[src/sv/assert_macros.svh]
// ----------------------------------------------------------------------------
// assert_macros.svh
// shared concurrent assertion macros for the rtl
// ----------------------------------------------------------------------------
`ifndef ASSERT_MACROS_SVH
`define ASSERT_MACROS_SVH

// property must hold at every rising clock edge outside reset
`define ASSERT_ALWAYS(label, clk, rst_n, prop, msg) \
  label: assert property (@(posedge clk) disable iff (!rst_n) (prop)) else $error(msg);

// consequent must hold whenever the antecedent holds, same cycle
`define ASSERT_IMPLIES(label, clk, rst_n, ante, cons, msg) \
  label: assert property (@(posedge clk) disable iff (!rst_n) (ante) |-> (cons)) \
    else $error(msg);

// consequent must hold in the cycle after the antecedent
`define ASSERT_NEXT(label, clk, rst_n, ante, cons, msg) \
  label: assert property (@(posedge clk) disable iff (!rst_n) (ante) |=> (cons)) \
    else $error(msg);

`endif

[src/sv/ldrt_pkg.sv]
// ----------------------------------------------------------------------------
// ldrt_pkg
// shared constants for the longest distinct run tracker
// ----------------------------------------------------------------------------
`default_nettype none

package ldrt_pkg;

  localparam int unsigned AlphabetSize = 256;
  localparam int unsigned SymW         = 8;
  localparam int unsigned PosW         = 16;
  localparam int unsigned LenW         = 9;
  localparam int unsigned MaxLen       = 65535;

  localparam logic [PosW-1:0] MaxLenPos = PosW'(MaxLen);

  typedef logic [SymW-1:0] sym_t;
  typedef logic [PosW-1:0] pos_t;
  typedef logic [LenW-1:0] len_t;

endpackage

`default_nettype wire

[src/sv/ldrt_ram.sv]
// ----------------------------------------------------------------------------
// ldrt_ram
// generic single-port-write, single-port-read ram with registered read
// ----------------------------------------------------------------------------
`default_nettype none

module ldrt_ram #(
  parameter int unsigned Width = 16,
  parameter int unsigned Depth = 256
) (
  input  wire logic                     clk_i,
  input  wire logic                     we_i,
  input  wire logic [$clog2(Depth)-1:0] waddr_i,
  input  wire logic [Width-1:0]         wdata_i,
  input  wire logic                     re_i,
  input  wire logic [$clog2(Depth)-1:0] raddr_i,
  output logic      [Width-1:0]         rdata_o
);

  logic [Width-1:0] mem_q [Depth];

  always_ff @(posedge clk_i) begin
    if (we_i) begin
      mem_q[waddr_i] <= wdata_i;
    end
  end

  // read returns the old contents on a same-address write
  always_ff @(posedge clk_i) begin
    if (re_i) begin
      rdata_o <= mem_q[raddr_i];
    end
  end

endmodule

`default_nettype wire

[src/sv/longest_distinct_run_tracker_core.sv]
// longest_distinct_run_tracker_core
// result: registered in the output stage when the last byte leaves stage 1
// throughput: one byte per cycle unless stalled by a pending result, set by the single
//   read-modify-write of the position table per byte, its write forwarded to the next byte
// reset: asynchronous, active low; the per-entry seen bits clear at once, no clearing pass
// ----------------------------------------------------------------------------
// longest_distinct_run_tracker_core
// tracks the longest run of distinct bytes in a string streamed one byte per transfer
// ----------------------------------------------------------------------------
`default_nettype none

module longest_distinct_run_tracker_core
  import ldrt_pkg::*;
(
  input  wire logic        clk_i,
  input  wire logic        rst_ni,
  // input stream
  input  wire logic        s_axis_tvalid,
  output logic             s_axis_tready,
  input  wire logic [7:0]  s_axis_tdata,   // [7:0] ch
  input  wire logic        s_axis_tlast,   // last byte of the string
  // result stream
  output logic             m_axis_tvalid,
  input  wire logic        m_axis_tready,
  output logic [15:0]      m_axis_tdata,   // [8:0] longest, [15:9] zero
  output logic             m_axis_tuser    // [0] overflow
);

`include "assert_macros.svh"

  // --------------------------------------------------------------------------
  // stage 0: accept a byte and issue the table read
  // --------------------------------------------------------------------------
  logic in_xfer;
  logic s1_fire;

  logic s1_vld_q, s1_vld_d;
  sym_t s1_ch_q;
  logic s1_last_q;

  // the byte of a string is reduced modulo the alphabet; with a full byte
  // alphabet this is the byte itself
  sym_t in_sym;
  assign in_sym = SymW'(s_axis_tdata % AlphabetSize);

  assign s_axis_tready = !s1_vld_q || s1_fire;
  assign in_xfer       = s_axis_tvalid && s_axis_tready;

  // --------------------------------------------------------------------------
  // position table: last position of each byte value within the string
  // --------------------------------------------------------------------------
  logic tbl_we;
  pos_t tbl_rdata;
  pos_t pos_q, pos_d;

  ldrt_ram #(
    .Width (PosW),
    .Depth (AlphabetSize)
  ) u_pos_ram (
    .clk_i   (clk_i),
    .we_i    (tbl_we),
    .waddr_i (s1_ch_q),
    .wdata_i (pos_q),
    .re_i    (in_xfer),
    .raddr_i (in_sym),
    .rdata_o (tbl_rdata)
  );

  // seen bits: a byte value counts as seen only while its bit is set,
  // all cleared at once at the end of each string
  logic [AlphabetSize-1:0] seen_q, seen_d;

  // last table write, forwarded to the byte that read in the same cycle
  logic fwd_vld_q, fwd_vld_d;
  sym_t fwd_addr_q;
  pos_t fwd_data_q;

  // --------------------------------------------------------------------------
  // stage 1: window update
  // --------------------------------------------------------------------------
  pos_t wstart_q, wstart_d;
  len_t best_q, best_d;
  logic ovf_q, ovf_d;

  logic             out_vld_q, out_vld_d;
  len_t             out_len_q;
  logic             out_ovf_q;

  logic             in_range;
  logic             hit;
  pos_t             prev_pos;
  pos_t             new_wstart;
  logic [PosW:0]    win_len;
  len_t             best_upd;
  logic             ovf_upd;

  // a result may only be loaded when the output register is free or drains
  assign s1_fire = s1_vld_q && (!s1_last_q || !out_vld_q || m_axis_tready);

  always_comb begin
    in_range   = pos_q < MaxLenPos;
    prev_pos   = (fwd_vld_q && (fwd_addr_q == s1_ch_q)) ? fwd_data_q : tbl_rdata;
    hit        = seen_q[s1_ch_q] && (prev_pos >= wstart_q);
    new_wstart = hit ? (prev_pos + pos_t'(1)) : wstart_q;
    win_len    = {1'b0, pos_q - new_wstart} + (PosW+1)'(1);
    best_upd   = best_q;
    ovf_upd    = ovf_q;
    if (in_range) begin
      if (win_len > {{(PosW+1-LenW){1'b0}}, best_q}) begin
        best_upd = LenW'(win_len);
      end
    end else begin
      ovf_upd = 1'b1;
    end
  end

  assign tbl_we = s1_fire && in_range;

  always_comb begin
    s1_vld_d  = s1_vld_q;
    seen_d    = seen_q;
    fwd_vld_d = fwd_vld_q;
    wstart_d  = wstart_q;
    pos_d     = pos_q;
    best_d    = best_q;
    ovf_d     = ovf_q;
    out_vld_d = out_vld_q;

    if (out_vld_q && m_axis_tready) begin
      out_vld_d = 1'b0;
    end

    if (s1_fire) begin
      s1_vld_d  = 1'b0;
      fwd_vld_d = in_range;
      best_d    = best_upd;
      ovf_d     = ovf_upd;
      if (in_range) begin
        seen_d[s1_ch_q] = 1'b1;
        wstart_d        = new_wstart;
        pos_d           = pos_q + pos_t'(1);
      end
      if (s1_last_q) begin
        // result leaves, state returns to its reset value
        out_vld_d = 1'b1;
        seen_d    = '0;
        fwd_vld_d = 1'b0;
        wstart_d  = '0;
        pos_d     = '0;
        best_d    = '0;
        ovf_d     = 1'b0;
      end
    end

    if (in_xfer) begin
      s1_vld_d = 1'b1;
    end
  end

  always_ff @(posedge clk_i or negedge rst_ni) begin
    if (!rst_ni) begin
      s1_vld_q  <= 1'b0;
      seen_q    <= '0;
      fwd_vld_q <= 1'b0;
      wstart_q  <= '0;
      pos_q     <= '0;
      best_q    <= '0;
      ovf_q     <= 1'b0;
      out_vld_q <= 1'b0;
    end else begin
      s1_vld_q  <= s1_vld_d;
      seen_q    <= seen_d;
      fwd_vld_q <= fwd_vld_d;
      wstart_q  <= wstart_d;
      pos_q     <= pos_d;
      best_q    <= best_d;
      ovf_q     <= ovf_d;
      out_vld_q <= out_vld_d;
    end
  end

  // payload registers, no reset
  always_ff @(posedge clk_i) begin
    if (in_xfer) begin
      s1_ch_q   <= in_sym;
      s1_last_q <= s_axis_tlast;
    end
    if (s1_fire && in_range) begin
      fwd_addr_q <= s1_ch_q;
      fwd_data_q <= pos_q;
    end
    if (s1_fire && s1_last_q) begin
      out_len_q <= best_upd;
      out_ovf_q <= ovf_upd;
    end
  end

  assign m_axis_tvalid = out_vld_q;
  assign m_axis_tdata  = {{(16-LenW){1'b0}}, out_len_q};
  assign m_axis_tuser  = out_ovf_q;

  // --------------------------------------------------------------------------
  // assertions
  // --------------------------------------------------------------------------
  `ASSERT_NEXT(a_clear_after_last, clk_i, rst_ni, s1_fire && s1_last_q,
    (seen_q == '0) && (pos_q == '0) && (best_q == '0) && !ovf_q,
    "state not cleared after the last byte")
  `ASSERT_IMPLIES(a_no_result_overrun, clk_i, rst_ni,
    out_vld_q && !m_axis_tready && s1_vld_q && s1_last_q, !s1_fire,
    "result overwrote a pending result")
  `ASSERT_ALWAYS(a_best_bounded, clk_i, rst_ni, best_q <= len_t'(AlphabetSize),
    "best length exceeds the alphabet size")
  `ASSERT_ALWAYS(a_window_order, clk_i, rst_ni, wstart_q <= pos_q,
    "window start passed the byte position")

endmodule

`default_nettype wire

[config.mk]
export PLATFORM = sky130hd
export DESIGN_NAME = longest_distinct_run_tracker_core
export DESIGN_NICKNAME = d
export VERILOG_FILES = /design/src/sv/ldrt_pkg.sv /design/src/sv/ldrt_ram.sv /design/src/sv/longest_distinct_run_tracker_core.sv
export VERILOG_INCLUDE_DIRS = /design/src /design/src/sv
export SDC_FILE = /design/constraint.sdc
export NUM_CORES = 2
export LEC_CHECK = 0
export BUFFER_PORTS_ARGS = -buffer_cell sky130_fd_sc_hd__buf_2
export CAP_MARGIN = 25
export CELL_PAD_IN_SITES_DETAIL_PLACEMENT = 1
export CELL_PAD_IN_SITES_GLOBAL_PLACEMENT = 2
export CORE_ASPECT_RATIO = 1.75
export CORE_UTILIZATION = 40
export DETAILED_ROUTE_END_ITERATION = 8
export PLACE_DENSITY = 0.69
export SLEW_MARGIN = 25
export SYNTH_ARGS = -nofsm -noshare
export SYNTH_HDL_FRONTEND = slang
export SYNTH_SLANG_ARGS = --single-unit
[constraint.sdc]
create_clock -name clk_i -period 14.62 [get_ports clk_i]
set_clock_uncertainty 0.1 [all_clocks]
set_input_delay 0.731 -clock clk_i [delete_from_list [all_inputs] [get_ports clk_i]]
set_output_delay 0.731 -clock clk_i [all_outputs]
set_load 0.05 [all_outputs]
### Yosys cells after proc, flatten, opt, wreduce, memory -nomap -nowiden

Memories as Yosys holds them, arrays and structs flattened. A register that Yosys moved wholly into a read port is not among the register bits.
Index checks and enable logic that the tools add are counted.

| cells by class | value |
|---|---|
| muxes and demuxes | 25 |
| order comparisons | 5 |
| add/subtract/negate cells | 4 |
| bitwise gates (word level) | 1 |
| reductions and logical operators | 17 |
| eq/ne operators | 1 |

Operator list:

| kind | count |
|---|---|
| $mux W256 | 2 |
| $or A256 B256 Y256 | 1 |
| $mux W16 | 6 |
| $add A16 B1 Y16 const B | 2 |
| $mux W9 | 3 |
| $add A16 B1 Y17 const B | 1 |
| $gt A17 B9 Y1 | 1 |
| $ge A16 B16 Y1 | 1 |
| $lt A16 B16 Y1 const B | 1 |
| $sub A16 B16 Y16 | 1 |
| $mux W1 | 12 |
| $lt A8 B9 Y1 const B | 1 |
| $bmux W1 S8 | 1 |
| $demux W1 S8 | 1 |
| $eq A8 B8 Y1 | 1 |
| $ge A8 B1 Y1 const B | 1 |
| $logic_and A1 B1 Y1 | 8 |
| $reduce_bool A2 Y1 | 2 |
| $logic_not A1 Y1 | 3 |
| $logic_or A1 B1 Y1 | 3 |
| $reduce_and A2 Y1 | 1 |

| word-level totals | value |
|---|---|
| word-level logic and storage cells | 68 |
| memory bits (writable) | 4096 |
| flip-flop bits (word level) | 344 |
| memories kept | 1 |

Memory list:

| memory | depth | bits a word | read ports | clocked after Yosys merged registers in | wr ports | RTL line | RTL |
|---|---|---|---|---|---|---|---|
| u_pos_ram.mem_q | 256 | 16 | 1 | 1 | 1 | ldrt_ram.sv:20 | `logic [Width-1:0] mem_q [Depth];` |

### Depth between registers and ports, before layout

| logic depth | value |
|---|---|
| word-level depth | 12 |
| depth in mapped cells | 43 |
| gate-level depth less buffers | 33 |

### Cells and area by module

Synthesis repeated with hierarchy kept, for this count alone.

| second synthesis, totals | value |
|---|---|
| cells, all modules | 8927 |
| area total of the unflattened synthesis | 176125.2 um^2 |

By module, submodules not included:

| module | seq. area each (um^2) | cells each | instances | area an instance (um^2) |
|---|---|---|---|---|
| ldrt_ram | 123478.4 | 7360 | 1 | 158874.9 |
| longest_distinct_run_tracker_core | 8823.5 | 1567 | 1 | 17250.3 |

### Worst setup path before layout

OpenSTA, ideal clock, no wires.

| timing path | value |
|---|---|
| path type | register -> register |
| from | register s1_ch_q[0] |
| to | register best_q[7] |
| data arrival time | 8.617 ns |
| cell stages (with the launch flop) | 44 |
| setup time | 0.099 ns |
| slack | 5.804 ns |
| buffers on the path | 10 |
| cell sequence | edfxtp_1 > buf_6 > buf_8 > buf_8 > xnor2_1 > nand4_1 > nor3_2 > buf_6 > clkbuf_1 > clkbuf_1 > mux2_2 > ha_1 > a21o_1 > a21o_1 > a21oi_1 > o21ai_0 > a21o_1 > o221ai_2 > [8 not listed] > o41a_1 > nand2_1 > nor3_1 > xor2_1 > ha_1 > nand2_1 > or3_1 > inv_1 > o21ai_0 > a21oi_1 > o311ai_0 > a2111o_1 > a2111oi_2 > nor2_2 > and2_1 > buf_6 > buf_6 > o311ai_4 |

| between the ends | value |
|---|---|
| longest elaborated chain between the ends | 12 |
| elaborated cells between the ends (all ways) | 15 |
| classes of those cells | 3 x add/sub; 2 x order compare; 1 x eq/ne; 7 x mux; 2 x reduce/logical |

RTL lines:

| item | RTL line | RTL |
|---|---|---|
| start, declared | longest_distinct_run_tracker_core.sv:38 | `sym_t s1_ch_q;` |
| start signal, assigned | longest_distinct_run_tracker_core.sv:185 | `s1_ch_q <= in_sym;` |
| $eq A8 B8 Y1 | longest_distinct_run_tracker_core.sv:102 | `prev_pos = (fwd_vld_q && (fwd_addr_q == s1_ch_q)) ? fwd_data_q : tbl_rdata;` |
| $logic_and A1 B1 Y1 | longest_distinct_run_tracker_core.sv:102 |  |
| $mux W16 | longest_distinct_run_tracker_core.sv:102 |  |
| $ge A16 B16 Y1 | longest_distinct_run_tracker_core.sv:103 | `hit = seen_q[s1_ch_q] && (prev_pos >= wstart_q);` |
| $logic_and A1 B1 Y1 | longest_distinct_run_tracker_core.sv:103 |  |
| $mux W16 * | longest_distinct_run_tracker_core.sv:104 | `new_wstart = hit ? (prev_pos + pos_t'(1)) : wstart_q;` |
| $sub A16 B16 Y16 * | longest_distinct_run_tracker_core.sv:105 | `win_len = {1'b0, pos_q - new_wstart} + (PosW+1)'(1);` |
| $add A16 B1 Y17 * | longest_distinct_run_tracker_core.sv:105 |  |
| $gt A17 B9 Y1 | longest_distinct_run_tracker_core.sv:109 | `if (win_len > {{(PosW+1-LenW){1'b0}}, best_q}) begin` |
| $mux W9 * | longest_distinct_run_tracker_core.sv:109 |  |
| $mux W9 * | longest_distinct_run_tracker_core.sv:108 | `if (in_range) begin` |
| $mux W9 * | longest_distinct_run_tracker_core.sv:143 | `if (s1_last_q) begin` |
| end signal, assigned | longest_distinct_run_tracker_core.sv:176 | `best_q <= best_d;` |
| end, declared | longest_distinct_run_tracker_core.sv:82 | `len_t best_q, best_d;` |

Mark *: on every way between the ends. The rest lies on a longest branch, timed or not. The select of a mux whose other input is x is not followed.
A chain may end at the register's enable or synchronous reset.

### Worst setup path in the final report

| timing path | value |
|---|---|
| from | register s1_ch_q[0] |
| to | register best_q[3] |

The elaborated chain is that of the path after synthesis.

==> results by group <==
Setup path
  – Max stage delay on crit path: 0.73 ns
  – Reg2Reg Depth: 30
  – Element type at the critical path end: flip-flop
  – Crit Path Max Fanout: 43
  – Reg-to-Reg End: best_q[3]
  – Worst Setup SP: s1_ch_q[0]
  – Kind of critical path: flip-flop to flip-flop
  – Slowest cell on crit path: buf_4
  – CP delay by family, top: compound AO/OA/AOI/OAI gates
  – Crit path DAT: 10.82 ns
  – R2R setup slack: 4.59 ns
  – WP buf/inv: 4
  – Worst flop-to-flop path startpoint: s1_ch_q[0]
  – Critical Path RT: 15.40 ns
  – CP startpoint kind: flip-flop
  – Most common cell on crit path: buf_4

STA
  – Slew Limit Fails: 0
  – RSZ-0062 raised after global routing: no
  – Final period utilization: 0.686
  – TNS Setup: 0 ns
  – Min cycle time layout: 10.03 ns
  – Max Clk Rate: 99.7 MHz
  – Max_slew headroom: 0.246
  – Fin. Hold Viols: 0
  – Final Setup Violations: 0
  – Least-Margin Pin Slew: 1.13 ns

Clock network
  – Total CTS buffers: 390
  – Post-cts sizing count: 0
  – Clk_lat worst skew: 1.01 ns
  – Hold buffers post-CTS: 5
  – Clock sink count: 4456
  – Root Buffer: clkbuf_16
  – Max clock buf depth: 4
  – Clk pin slew, worst setup/hold paths: 0.07 ns
  – Htree depth: 5
  – Post-CTS setup buffer count: 0
  – CTS tree: yes

Global route
  – First-pass GRT wire length: 687 mm
  – Pin count of the biggest net entering global routing: 140
  – Initial antenna violation count: 46
  – Tot GR Track Use: 0.223
  – Overflow left after global routing: 0
  – Number of global-route vias before repair: 88.3k

Cells and area
  – Fin cells: 14.2k
  – Final nets: 8087
  – Seq. cell area: 132000 um^2
  – Multi-input combinational cell area: 40400 um^2
  – Fin area: 196000 um^2
  – Share of layout cells above drive strength 1: 0.302
  – Fill cells: 39.1k
  – Area added between synthesis and finish: 12.7%
  – Fin util: 0.454

Logic synthesis
  – Ys flop type: edfxtp_1
  – Mapped Cells: 7717
  – Mean area per synthesized cell: 22.5 um^2
  – Post-synthesis compound-gate area fraction: 0.0153
  – Largest family of logic cells by synthesized area: multiplexers
  – Synth top area share: 0.718
  – Register area share after synthesis: 0.761
  – Synthesized area: 174000 um^2
  – Synth unique cells: 77
  – Area contributors post-synth: edfxtp_1, mux4_2, dfrtp_1, nor2_1, clkbuf_1
  – Mux cell area share after synthesis: 0.187
  – Ys Warns: 0
  – Yosys top cell by area: edfxtp_1
  – Synth Area in Simple Gates: 0.0195
  – Xor/xnor share of the synthesized area: 0.00252
  – Post-synth EDFFs: 4155
  – Fraction of registers with async set/reset: 0.0675
  – Synth Register Bits: 4456
  – Synth Area in Adders: 0.00321

Detailed routing
  – DR vias/cell: 5.81
  – Routed length per placed instance: 34.4 um
  – DRC: 0
  – DRT Pass-1 Iters: 5
  – Initial drt markers: 8021
  – Via count: 82.4k
  – Routed Antenna Nets: 0
  – Final wirelength: 488 mm

Floorplan
  – CORE AREA: 432000 um^2
  – Die Area: 437000 um^2
  – Row count: 319
  – Io pins: 32
  – Die width: 500 um
  – Starting density of the core: 0.403
  – Die height: 874 um

Place
  – DP Wirelength: 296 mm
  – Placer Congestion: 0.846
  – Port Buffers: 24
  – Placed Cells: 13.4k
  – Placed cell areas: 183000 um^2

Power and ir drop
  – Peak supply drop: 0.105 mV
  – Total power: 0.0255 W
  – Pwr Density: 130 nW/um^2
  – LEAKAGE: 68.7 nW

Run status
  – Status: complete, no violations

Min path
  – Worst hold-check path type: input port to async pin

Job
  – Max cap viols: 0
==> power by group <==
group	leakage (nW)	total, W	switching, W	internal (W)
logic	13.5	0.00107	0.000708	0.000361
clock network	6.16	0.0105	0.00469	0.00581
registers	49.1	0.0139	0.0000468	0.0139
==> sequential cells by signal, summed over array words and instances, names as in the netlist, 8 cells and up <==
register / flops
u_pos_ram.mem_q: 4096
seen_q: 256
fwd_data_q: 16
pos_q: 16
u_pos_ram.rdata_o: 16
wstart_q: 16
best_q: 9
out_len_q: 9
fwd_addr_q: 8
s1_ch_q: 8
==> kinds of logic (layout without fill, tap and decap cells) <==
logic type | Yosys count | after routing
compound gates | 405 | 405
mux | 1470 | 1470
xor+xnor | 50 | 50
fa+ha+maj | 44 | 44
flops | 4456 | 4456
other cells | 1 | 73
buf+inv | 485 | 1103
simple gates | 806 | 806
==> worst register-to-register path, delay by kind of cell, from the launching register on <==
family	cells	cell delay, ns
AO/OA/AOI/OAI	13	3.88
buffers and inverters	4	1.89
AND/OR/NAND/NOR	7	1.55
adder cells (fa/ha/maj)	3	1.02
multiplexers	2	0.91
flip-flops	1	0.37
XOR/XNOR	1	0.22
==> synth_stat cells (all sizes together) (3+ instances only) <==
library cell,n
xor2,19
a211o,3
a21oi,151
a2111oi,5
and2,7
a31oi,18
o211ai,3
or3,4
nor3b,6
nand2,77
nor4,11
o311ai,11
mux2,22
xnor2,31
nand4,26
o21ai,32
nor2,563
mux2i,26
nor2b,10
a211oi,4
clkbuf,310
ha,43
o21a,125
dfrtp,301
o21ba,3
mux4,1422
and3,13
nor3,19
nand3,46
inv,47
o22ai,17
buf,126
nand2b,14
edfxtp,4155
a21o,8
==> final cells by class <==
class                           instances  share of cell area
Sequential cell                      4456               0.676
Inverter                               49            0.000958
Timing Repair Buffer                  351              0.0150
Antenna cell                           66            0.000843
Clock inverter                        244              0.0122
Clock buffer                          459              0.0525
Multi-Input combinational cell       2782               0.206
Tap cell                             5778              0.0369
==> worst max path at each step <==
| stage | end | cells past startpoint |
|---|---|---|
| 6_report | best_q[3] | 30 |
| 5_1_grt | best_q[2] | 30 |
| 4_1_cts | best_q[2] | 30 |
| 3_5_place_dp | best_q[2] | 30 |
| 3_3_place_gp | best_q[2] | 30 |
| 2_1_floorplan | best_q[7] | 43 |
==> metrics by stage <==
step	hold WS (ns)	worst slack, ns
after floorplan	0.324	5.80
after global placement	0.368	4.53
after detailed placement	0.376	4.51
after CTS	0.0710	4.48
after global routing	0.122	3.89
final	0.119	4.59
==> metal layers <==
metal | vias up | global-route usage | share of wire
li1 | 33100 | - | -
met1 | 45800 | 0.265 | 0.37
met2 | 2694 | 0.408 | 0.54
met3 | 707 | 0.0301 | 0.052
met4 | 18 | 0.0843 | 0.040
met5 | - | 0 | 0.00028
==> cells in the final DEF, fill, tap and decap left out, types with 17 or more instances in the layout <==
master / synthesis / layout
edfxtp_1: 4155 / 4155
mux4_2: 1422 / 1422
nor2_1: 562 / 456
clkbuf_16: 0 / 401
buf_4: 11 / 297
dfrtp_1: 301 / 285
a21oi_1: 151 / 151
o21a_1: 125 / 125
nor2_4: 0 / 80
clkinv_1: 2 / 79
clkinv_2: 0 / 74
diode_2: 0 / 66
nand2_1: 77 / 65
clkbuf_1: 310 / 55
inv_1: 45 / 45
bufinv_16: 0 / 44
ha_1: 43 / 43
nand3_1: 46 / 42
xnor2_1: 31 / 31
clkinvlp_4: 0 / 28
o21ai_0: 27 / 27
nor2_2: 1 / 27
nand4_1: 26 / 26
mux2i_1: 26 / 26
mux2_2: 22 / 22
xor2_1: 19 / 19
a31oi_1: 18 / 18
o22ai_1: 17 / 17
buf_2: 5 / 17
Note: power is estimated with default switching activity, not from simulation.
